**config.mk**
```make
export PLATFORM = sky130hd
export DESIGN_NAME = text_box_layout_engine
export DESIGN_NICKNAME = d
export VERILOG_FILES = /design/src/rtl/core/tble_pkg.sv /design/src/rtl/core/tble_place.sv /design/src/rtl/core/text_box_layout_engine.sv
export SDC_FILE = /design/constraint.sdc
export NUM_CORES = 1
export LEC_CHECK = 0
export ABC_AREA = 1
export BUFFER_PORTS_ARGS = -buffer_cell sky130_fd_sc_hd__clkbuf_2
export CAP_MARGIN = 20
export CELL_PAD_IN_SITES_DETAIL_PLACEMENT = 0
export CELL_PAD_IN_SITES_GLOBAL_PLACEMENT = 1
export CORE_MARGIN = 10
export CORE_UTILIZATION = 45
export DETAILED_ROUTE_END_ITERATION = 8
export GPL_TIMING_DRIVEN = 0
export PLACE_DENSITY_LB_ADDON = 0.1
export SLEW_MARGIN = 5
export SYNTH_ARGS = -nofsm -noshare
export SYNTH_HDL_FRONTEND = slang
export SYNTH_HIERARCHICAL = 1
export SYNTH_SLANG_ARGS = --single-unit
```
**constraint.sdc**
```tcl
create_clock -name clk -period 9.5 [get_ports clk]
set_clock_uncertainty 0.2 [all_clocks]
set_input_delay 0.475 -clock clk [delete_from_list [all_inputs] [get_ports clk]]
set_output_delay 0.475 -clock clk [all_outputs]
set_load 0.03 [all_outputs]
```
**src/rtl/core/tble_pkg.sv**
```systemverilog
// Shared types and constants for the text box layout engine.
package tble_pkg;

  localparam int unsigned CoordW = 16;
  localparam int unsigned FontW  = 7;
  localparam int unsigned ByteW  = 8;
  localparam int unsigned KindW  = 2;
  localparam int unsigned CfgIdxW = 3;

  // Draw command kinds
  localparam logic [KindW-1:0] KIND_HALF = 2'd0;
  localparam logic [KindW-1:0] KIND_DBL  = 2'd1;
  localparam logic [KindW-1:0] KIND_END  = 2'd2;
  localparam logic [KindW-1:0] KIND_FULL = 2'd3;

  // Configuration register indexes
  localparam logic [CfgIdxW-1:0] REG_ORIGIN_X   = 3'd0;
  localparam logic [CfgIdxW-1:0] REG_ORIGIN_Y   = 3'd1;
  localparam logic [CfgIdxW-1:0] REG_BOX_WIDTH  = 3'd2;
  localparam logic [CfgIdxW-1:0] REG_BOX_HEIGHT = 3'd3;
  localparam logic [CfgIdxW-1:0] REG_FONT_SIZE  = 3'd4;
  localparam logic [CfgIdxW-1:0] REG_DRAW_MODE  = 3'd5;
  localparam logic [CfgIdxW-1:0] REG_TEXT_COLOR = 3'd6;

  // Special bytes
  localparam logic [ByteW-1:0] BYTE_END  = 8'h00;
  localparam logic [ByteW-1:0] BYTE_CR   = 8'd13;
  localparam logic [ByteW-1:0] LEAD_MIN  = 8'h80;

  // Reset values of the box geometry
  localparam logic [CoordW-1:0] BOX_WIDTH_RST  = 16'd240;
  localparam logic [CoordW-1:0] BOX_HEIGHT_RST = 16'd320;
  localparam logic [FontW-1:0]  FONT_SIZE_RST  = 7'd16;

  // Box geometry handed to the placement logic
  typedef struct packed {
    logic [CoordW-1:0] origin_x;
    logic [CoordW-1:0] origin_y;
    logic [CoordW-1:0] box_width;
    logic [CoordW-1:0] box_height;
    logic [FontW-1:0]  font_size;
  } geom_t;

  // Cursor after the wrap test, and the height verdict
  typedef struct packed {
    logic [CoordW-1:0] x;
    logic [CoordW-1:0] y;
    logic              full;
  } place_t;

endpackage

```
**src/rtl/core/tble_place.sv**
```systemverilog
// Wrap and box-height test for one glyph at the current cursor.
module tble_place (
  input  tble_pkg::geom_t                   geom,
  input  logic [tble_pkg::CoordW-1:0]       cursor_x,
  input  logic [tble_pkg::CoordW-1:0]       cursor_y,
  input  logic [tble_pkg::FontW-1:0]        glyph_w,
  output tble_pkg::place_t                  place
);

  localparam int unsigned ExtW = tble_pkg::CoordW + 2;

  logic signed [ExtW-1:0] right_lim;
  logic signed [ExtW-1:0] bottom_lim;
  logic signed [ExtW-1:0] cx_ext;
  logic signed [ExtW-1:0] cy_ext;
  logic                   wrap;
  logic [tble_pkg::CoordW-1:0] y_wrapped;

  // Bounds without wrap-around, signed so a tiny box yields a negative limit
  assign right_lim = $signed({2'b00, geom.origin_x}) + $signed({2'b00, geom.box_width})
                   - $signed({{(ExtW-tble_pkg::FontW){1'b0}}, glyph_w});
  assign bottom_lim = $signed({2'b00, geom.origin_y}) + $signed({2'b00, geom.box_height})
                    - $signed({{(ExtW-tble_pkg::FontW){1'b0}}, geom.font_size});

  assign cx_ext = $signed({2'b00, cursor_x});
  assign wrap   = cx_ext > right_lim;

  // Cursor registers wrap modulo 2^16 when advanced
  assign y_wrapped = wrap ? cursor_y + {{(tble_pkg::CoordW-tble_pkg::FontW){1'b0}},
                                        geom.font_size}
                          : cursor_y;
  assign cy_ext = $signed({2'b00, y_wrapped});

  assign place.x    = wrap ? geom.origin_x : cursor_x;
  assign place.y    = y_wrapped;
  assign place.full = cy_ext > bottom_lim;

endmodule

```
**src/rtl/core/text_box_layout_engine.sv**
```systemverilog
// Top level of the text box layout engine: byte decode, cursor state, result register.
//
//  Channel  Direction  Handshake           Payload
//  in       input      in_valid/in_ready   in_byte_in[7:0]
//  out      output     out_valid/out_ready out_cmd_kind, out_glyph_x/y, out_glyph_code
//  cfg      input      cfg_valid/cfg_ready cfg_index[2:0], cfg_data[15:0]
//
// Decode, the wrap/height test and the cursor update sit between the cursor
// registers and the result register, so one byte is accepted per clock while
// in_ready is high. A draw command appears on out the cycle after
// its byte's transaction. Bytes that yield no command (lead bytes, carriage
// return, skipped bytes, bytes after the box is full) update state only.
// in_ready drops only while the result register is full and out_ready is
// low; a pending command is then held unchanged. cfg_ready is always high.
// Synchronous active-low reset restores the register defaults, puts the
// cursor at the origin and clears the pending lead, skip and full flags.
module text_box_layout_engine (
  input  logic                            clk,
  input  logic                            rst_n,

  input  logic                            in_valid,
  output logic                            in_ready,
  input  logic [tble_pkg::ByteW-1:0]      in_byte_in,

  output logic                            out_valid,
  input  logic                            out_ready,
  output logic [tble_pkg::KindW-1:0]      out_cmd_kind,
  output logic [tble_pkg::CoordW-1:0]     out_glyph_x,
  output logic [tble_pkg::CoordW-1:0]     out_glyph_y,
  output logic [tble_pkg::CoordW-1:0]     out_glyph_code,

  input  logic                            cfg_valid,
  output logic                            cfg_ready,
  input  logic [tble_pkg::CfgIdxW-1:0]    cfg_index,
  input  logic [tble_pkg::CoordW-1:0]     cfg_data
);

  // Configuration registers. Draw mode and text color only feed pixel
  // drawing, which lives downstream, so their writes are accepted and dropped.
  tble_pkg::geom_t geom_r;

  // Layout state
  logic [tble_pkg::CoordW-1:0] cursor_x_r, cursor_x_nxt;
  logic [tble_pkg::CoordW-1:0] cursor_y_r, cursor_y_nxt;
  logic [tble_pkg::ByteW-1:0]  lead_byte_r, lead_byte_nxt;
  logic                        lead_pending_r, lead_pending_nxt;
  logic                        skip_next_r, skip_next_nxt;
  logic                        box_full_r, box_full_nxt;

  // Result register
  logic                        out_valid_r;
  logic [tble_pkg::KindW-1:0]  out_kind_r;
  logic [tble_pkg::CoordW-1:0] out_x_r;
  logic [tble_pkg::CoordW-1:0] out_y_r;
  logic [tble_pkg::CoordW-1:0] out_code_r;

  // Command built from the byte in flight
  logic                        emit;
  logic [tble_pkg::KindW-1:0]  emit_kind;
  logic [tble_pkg::CoordW-1:0] emit_x;
  logic [tble_pkg::CoordW-1:0] emit_y;
  logic [tble_pkg::CoordW-1:0] emit_code;

  logic                        in_fire;
  logic                        cfg_fire;
  logic [tble_pkg::FontW-1:0]  half_w;
  logic [tble_pkg::FontW-1:0]  glyph_w;
  logic [tble_pkg::CoordW-1:0] fs_ext;
  logic [tble_pkg::CoordW-1:0] half_ext;
  tble_pkg::place_t            place;

  assign cfg_ready = 1'b1;
  assign cfg_fire  = cfg_valid & cfg_ready;

  // Accept a new byte whenever the result register is free or draining
  assign in_ready = ~out_valid_r | out_ready;
  assign in_fire  = in_valid & in_ready;

  assign half_w   = geom_r.font_size >> 1;
  // A trail byte places a full-width glyph, anything else a half-width one
  assign glyph_w  = lead_pending_r ? geom_r.font_size : half_w;
  assign fs_ext   = {{(tble_pkg::CoordW-tble_pkg::FontW){1'b0}}, geom_r.font_size};
  assign half_ext = {{(tble_pkg::CoordW-tble_pkg::FontW){1'b0}}, half_w};

  tble_place u_place (
    .geom     (geom_r),
    .cursor_x (cursor_x_r),
    .cursor_y (cursor_y_r),
    .glyph_w  (glyph_w),
    .place    (place)
  );

  // Byte decode; order of the tests decides, as a zero byte overrides all
  always_comb begin
    cursor_x_nxt     = cursor_x_r;
    cursor_y_nxt     = cursor_y_r;
    lead_byte_nxt    = lead_byte_r;
    lead_pending_nxt = lead_pending_r;
    skip_next_nxt    = skip_next_r;
    box_full_nxt     = box_full_r;
    emit             = 1'b0;
    emit_kind        = tble_pkg::KIND_HALF;
    emit_x           = place.x;
    emit_y           = place.y;
    emit_code        = {{(tble_pkg::CoordW-tble_pkg::ByteW){1'b0}}, in_byte_in};

    priority if (in_byte_in == tble_pkg::BYTE_END) begin
      // End of string: back to origin, drop all pending state
      cursor_x_nxt     = geom_r.origin_x;
      cursor_y_nxt     = geom_r.origin_y;
      lead_pending_nxt = 1'b0;
      skip_next_nxt    = 1'b0;
      box_full_nxt     = 1'b0;
      emit             = 1'b1;
      emit_kind        = tble_pkg::KIND_END;
      emit_x           = geom_r.origin_x;
      emit_y           = geom_r.origin_y;
      emit_code        = '0;
    end else if (box_full_r) begin
      // Box is full: ignore everything until the end of string
    end else if (skip_next_r) begin
      skip_next_nxt = 1'b0;
    end else if (lead_pending_r) begin
      // Trail byte completes a double-byte glyph
      lead_pending_nxt = 1'b0;
      cursor_x_nxt     = place.x;
      cursor_y_nxt     = place.y;
      emit             = 1'b1;
      emit_code        = {lead_byte_r, in_byte_in};
      if (place.full) begin
        box_full_nxt = 1'b1;
        emit_kind    = tble_pkg::KIND_FULL;
      end else begin
        emit_kind    = tble_pkg::KIND_DBL;
        cursor_x_nxt = place.x + fs_ext;
      end
    end else if (in_byte_in > tble_pkg::LEAD_MIN) begin
      // Hold the lead byte for its trail
      lead_byte_nxt    = in_byte_in;
      lead_pending_nxt = 1'b1;
    end else begin
      cursor_x_nxt = place.x;
      cursor_y_nxt = place.y;
      priority if (place.full) begin
        box_full_nxt = 1'b1;
        emit         = 1'b1;
        emit_kind    = tble_pkg::KIND_FULL;
      end else if (in_byte_in == tble_pkg::BYTE_CR) begin
        // New line; the byte after a carriage return is dropped unless it is a zero byte
        cursor_x_nxt  = geom_r.origin_x;
        cursor_y_nxt  = place.y + fs_ext;
        skip_next_nxt = 1'b1;
      end else begin
        emit         = 1'b1;
        emit_kind    = tble_pkg::KIND_HALF;
        cursor_x_nxt = place.x + half_ext;
      end
    end
  end

  // Configuration registers and layout state
  always_ff @(posedge clk) begin
    if (!rst_n) begin
      geom_r.origin_x   <= '0;
      geom_r.origin_y   <= '0;
      geom_r.box_width  <= tble_pkg::BOX_WIDTH_RST;
      geom_r.box_height <= tble_pkg::BOX_HEIGHT_RST;
      geom_r.font_size  <= tble_pkg::FONT_SIZE_RST;
      cursor_x_r        <= '0;
      cursor_y_r        <= '0;
      lead_byte_r       <= '0;
      lead_pending_r    <= 1'b0;
      skip_next_r       <= 1'b0;
      box_full_r        <= 1'b0;
    end else begin
      if (in_fire) begin
        cursor_x_r     <= cursor_x_nxt;
        cursor_y_r     <= cursor_y_nxt;
        lead_byte_r    <= lead_byte_nxt;
        lead_pending_r <= lead_pending_nxt;
        skip_next_r    <= skip_next_nxt;
        box_full_r     <= box_full_nxt;
      end
      // The user writes only while idle, unenforced; origin writes move the cursor
      if (cfg_fire) begin
        unique case (cfg_index)
          tble_pkg::REG_ORIGIN_X: begin
            geom_r.origin_x <= cfg_data;
            cursor_x_r      <= cfg_data;
          end
          tble_pkg::REG_ORIGIN_Y: begin
            geom_r.origin_y <= cfg_data;
            cursor_y_r      <= cfg_data;
          end
          tble_pkg::REG_BOX_WIDTH:  geom_r.box_width  <= cfg_data;
          tble_pkg::REG_BOX_HEIGHT: geom_r.box_height <= cfg_data;
          tble_pkg::REG_FONT_SIZE:  geom_r.font_size  <= cfg_data[tble_pkg::FontW-1:0];
          tble_pkg::REG_DRAW_MODE:  begin end
          tble_pkg::REG_TEXT_COLOR: begin end
          default: begin end
        endcase
      end
    end
  end

  // Result register: load on a command, drop once taken
  always_ff @(posedge clk) begin
    if (!rst_n) begin
      out_valid_r <= 1'b0;
    end else if (in_fire && emit) begin
      out_valid_r <= 1'b1;
    end else if (out_ready) begin
      out_valid_r <= 1'b0;
    end
  end

  always_ff @(posedge clk) begin
    if (in_fire && emit) begin
      out_kind_r <= emit_kind;
      out_x_r    <= emit_x;
      out_y_r    <= emit_y;
      out_code_r <= emit_code;
    end
  end

  assign out_valid      = out_valid_r;
  assign out_cmd_kind   = out_kind_r;
  assign out_glyph_x    = out_x_r;
  assign out_glyph_y    = out_y_r;
  assign out_glyph_code = out_code_r;

  // A zero byte always produces an end-of-string command next cycle
  a_end_emits: assert property (@(posedge clk) disable iff (!rst_n)
    (in_fire && in_byte_in == tble_pkg::BYTE_END)
      |=> (out_valid_r && out_kind_r == tble_pkg::KIND_END))
    else $error("end of string did not produce a command");

  // A box-full command leaves the block latched full
  a_full_latch: assert property (@(posedge clk) disable iff (!rst_n)
    (in_fire && emit && emit_kind == tble_pkg::KIND_FULL) |=> box_full_r)
    else $error("box-full command without full flag");

  // A full box never still holds a pending lead byte
  a_full_no_lead: assert property (@(posedge clk) disable iff (!rst_n)
    !(box_full_r && lead_pending_r))
    else $error("lead byte pending while box full");

  // Skip and lead pending exclude each other
  a_skip_no_lead: assert property (@(posedge clk) disable iff (!rst_n)
    !(skip_next_r && lead_pending_r))
    else $error("skip and lead pending together");

endmodule
```
# Word-level counts from Yosys, hierarchy flattened

Cells that the tools add are included.

Register bits: 165
Output and inout port bits: 53
Bits of input ports: 32
Word-level logic and storage cells: 118

Equal/unequal tests: 7
Multiplexer cells: 61
Magnitude comparators: 3
Bitwise operators: 7
Reduce and logical (&&, ||, !) cells: 14
$add $sub $neg: 8

Operator list:

| operator           | number |
|---|---|
| $mux 16            | 25 |
| $add 16x7->16      | 3 |
| $gt 17x18->1       | 2 |
| $sub 18x8->18      | 2 |
| $add 16x16->17     | 2 |
| $mux 1             | 27 |
| $add 16x6->16      | 1 |
| $mux 8             | 2 |
| $mux 2             | 6 |
| $reduce_and 2->1   | 6 |
| $eq 8x4->1 const B | 1 |
| $gt 8x8->1 const B | 1 |
| $logic_not 8->1    | 1 |
| $mux 7             | 1 |
| $eq 3x2->1 const B | 2 |
| $reduce_and 6->1   | 1 |
| $not 1->1          | 5 |
| $ne 2x1->1 const B | 2 |
| $reduce_or 4->1    | 1 |
| $eq 3x1->1 const B | 1 |
| $eq 3x3->1 const B | 1 |
| $logic_not 3->1    | 1 |
| $reduce_and 3->1   | 1 |
| $reduce_or 3->1    | 1 |
| other kinds (4)    | 4 |

# Longest topological paths before layout

Depth in word-level cells: 15
Depth in mapped cells: 49
Depth with buffers taken out: 48

# Cells and area by module

The synthesis kept the hierarchy.

By module, submodules not included:

| module                 | sequential area each (µm²) | area each (µm²) | cells an instance | times used |
|---|---|---|---|---|
| text_box_layout_engine | 3803.6                     | 9203.8          | 1271              | 1 |
| tble_place             | 0.0                        | 4380.5          | 750               | 1 |

# Worst setup path before layout

Ideal clock, no wire load.

Kind: register -> register
Start: register lead_pending_r
End: register out_kind_r (netlist bit out_cmd_kind[0]), enable pin
Path slack: 1355 ps
Setup time: 419 ps
Arrival: 7526 ps
Path buffers: 4
Clock period less this slack: 8145 ps
Stages on the path, launching flop included: 36
Cells stage by stage: dfxtp_1 clkbuf_1 clkbuf_1 clkbuf_1 nand2_1 o21ai_0 inv_1 ha_1 a21oi_1 o21ai_0 a21oi_1 and3_1 nand3_1 nor2_1 nand2_1 xor2_1 ha_1 nand2_1 nor4_1 a21oi_1 nand3_2 nand2_2 buf_2 o21ai_0 ha_1 nand2_1 nor2_1 nand4_1 o2111ai_1 a21oi_1 a31o_2 o21ai_0 nor2_8 nor2_1 nor2_4 nor2_2

RTL lines:

| item                     | RTL line                      | source |
|---|---|---|
| start: declaration       | text_box_layout_engine.sv:46  | `logic lead_pending_r, lead_pending_nxt;` |
| start signal: assignment | text_box_layout_engine.sv:180 | `lead_pending_r <= lead_pending_nxt;` |
| end signal: assignment   | text_box_layout_engine.sv:219 | `out_kind_r <= emit_kind;` |
| end: declaration         | text_box_layout_engine.sv:52  | `logic [tble_pkg::KindW-1:0] out_kind_r;` |

==> metrics <==
sequential share of power 0.330; clk slew on worst S/H paths 70 ps; # rows 63; Antenna Nets Post-Route 0; Int Power 1.49 mW; most used cell, CP o21ai_0; setup TNS 0 ps; FF/Latch Area 0.00380 sq mm; largest net degree at the start of global routing 36; later-pin clock latency in the skew report 440 ps; post-synth net total 2174; crit-path max FO 10; total grt overflow 0; register area share after synthesis 0.280; busiest grt layer met2; worst-case clock buffer depth 2; Via Count 13739; GR Util met1 0.364; Sw Pwr 1.04 mW; Mapped Area 0.0136 sq mm; CP Launch Type register; Async SR Flop Fraction 0; CTS sink count 165; die height 194 um; cell leakage power 7.14 nW; vias per inst 5.44; IO buf count 83; status completed; CP Capture Type register; post-CTS setup buffer count 0; layout cell share with drive strength beyond 1 0.0955; Slowest Stage Delay on Critical Path 790 ps; switching fraction of total power 0.410; PwrDens 168 mW/mm^2; first-pass detailed-route iteration total 5; number of H-tree levels 4; shortest period the worst path allows 8830 ps; fillers 3103; Max VDD drop 0.112 mV; CTS buffer count 17; M2 GR Usage 0.377; Synth Warn # 6; placed cell area 0.0145 sq mm; antenna cells 0; fin crit share 0.930; setup ws final 668 ps; initial antenna violation count 0; CTS resizes 2; type of the worst setup path register to register; Layout area overhead 11.1%; met3 Use GR 0.0548; Max-cap violations 0; worst slew pin tran 979 ps; Post-synth EDFFs 50; final instance area 0.0151 sq mm; setup slack after placement -263 ps; number of global-route vias before repair 12857; most common flop cell mapped by yosys dfxtp_1; CTS Hold Buffers Added 0; I/O pin count 85; area of the multi-input gates 0.00829 sq mm; setup violators final 0; Clock Power Share 0.273; library cells used by synthesis 59; commonest non-fill, non-tap cell in the layout nand2_1; Core Region 0.0297 sq mm; Die X 194 um; Worst Path Required 9590 ps; initial drt markers 1198; final WL 49400 um; Fmax achieved 113 MHz; commonest cells after routing, fill and taps aside nand2_1 (542), inv_1 (274), nor2_1 (168); first-pass GRT wire length 75000 um; drt wl/cell 19.6 um; GPL Wtd Cong 0.969; CTS tree yes; Clock Root Buffer clkbuf_16; syn avg cell area 6.72 sq um; Slew headroom 0.340; die area 0.0375 sq mm; Slew Viols, Final 0; RSZ-0062 raised after global routing no; Hold Violations, Final 0; Tot GR Track Use 0.254; DRC 0; Post-Synthesis Cells 2021; hpwl dp 39800 um; Critical Path AT 8930 ps; starting density of the core 0.457; Seq cells post-synth 165; final net count 2277; slowest CP cell o21ai_0; combinational fraction of design power 0.396; Hold Crit Class input port to register
-- state kept, by name, indices dropped and copies added, names as in the netlist --
register / flops
fs_ext: 7
lead_byte_r: 8
out_glyph_code: 16
cursor_x_r: 16
lead_pending_r: 1
out_glyph_y: 16
out_cmd_kind: 2
skip_next_r: 1
geom_r: 64
box_full_r: 1
out_glyph_x: 16
out_valid: 1
cursor_y_r: 16
-- worst max-delay path, delay by kind of cell, from the launching register on --
kind	cells	cell delay [ps]
AOI/OAI and AO/OA	16	3460
xor gates and xnor gates	1	180
adders and majority gates	3	870
buffers and inverters	7	2170
DFF	1	310
and+or+nand+nor	13	1430
-- cells in the mapped netlist, types with 8 or more instances --
cell      instances  area share
nand2_1         542        0.15
inv_1           274       0.076
nor2_1          168       0.046
a21oi_1         166       0.061
o21ai_0         122       0.045
nand3_1         118       0.043
dfxtp_1         115        0.17
ha_1            108       0.099
edfxtp_1         50        0.11
xor2_1           50       0.032
clkbuf_1         40       0.011
nand4_1          22       0.010
xnor2_1          18       0.012
o211ai_1         17      0.0094
o21ai_1          15      0.0055
o21bai_1         15      0.0083
nor3_1           14      0.0052
fa_1             13       0.019
inv_2            13      0.0036
buf_2            12      0.0044
nand2_2          12      0.0055
a211oi_1         10      0.0055
o22ai_1          10      0.0046
buf_6             8      0.0066
nor2_2            8      0.0037
-- power by group through the flow --
stage | sequential (mW) | clock (mW) | combinational, mW
floorplan | 0.879 | 0 | 0.635
global placement | 0.850 | 0 | 0.961
detailed placement | 0.851 | 0 | 0.972
CTS | 0.835 | 0.700 | 0.979
global route | 0.842 | 0.733 | 1.10
finish | 0.837 | 0.693 | 1.00
-- per-stage QoR --
step	util	instances	hold WS (ps)	power (mW)
final	0.508	2527	125	2.53
after global routing	0.508	2527	124	2.68
after CTS	0.508	2527	117	2.51
after detailed placement	0.488	2495	249	1.82
after global placement	0.488	2494	241	1.81
after floorplan	-	2021	229	1.51
-- cells by family (layout without fill, tap and decap cells) --
kind of cell,count (synthesis),after routing,share of synthesized area
XOR/XNOR,68,68,0.0438
AO/OA/AOI/OAI,377,377,0.153
other,1,1,0.000276
AND/OR/NAND/NOR,925,925,0.292
buffers and inverters,362,478,0.111
multiplexers,2,2,0.00166
adder cells (fa/ha/maj),121,121,0.119
flip-flops,165,165,0.280
-- layer usage --
layer  vias up  part of all wire
met3        42             0.086
met2       526              0.42
li1       6801                 -
met4         0             0.020
met1      6370              0.47
met5         -                 0
-- cell type report --
| cell class | count | area share |
|---|---|---|
| Inverter | 289 | 0.0721 |
| Multi-Input combinational cell | 1494 | 0.549 |
| Clock buffer | 22 | 0.0294 |
| Buffer | 73 | 0.0281 |
| Tap cell | 390 | 0.0323 |
| Clock inverter | 10 | 0.00829 |
| Timing Repair Buffer | 84 | 0.0288 |
| Sequential cell | 165 | 0.252 |
-- path summary, 6_finish.rpt --
| path | startpoint | end | slack, ps | cells past startpoint |
|---|---|---|---|---|
| worst min-delay path | in_byte_in[5] | out_glyph_code[5] | 120 | 2 |
| worst max register to register | lead_pending_r | cursor_x_r[0] | 670 | 40 |
| worst max-delay path | lead_pending_r | cursor_x_r[0] | 670 | 40 |
| worst min register to register | lead_byte_r[4] | lead_byte_r[4] | 260 | 2 |
Note: power is estimated with default switching activity, not from simulation.
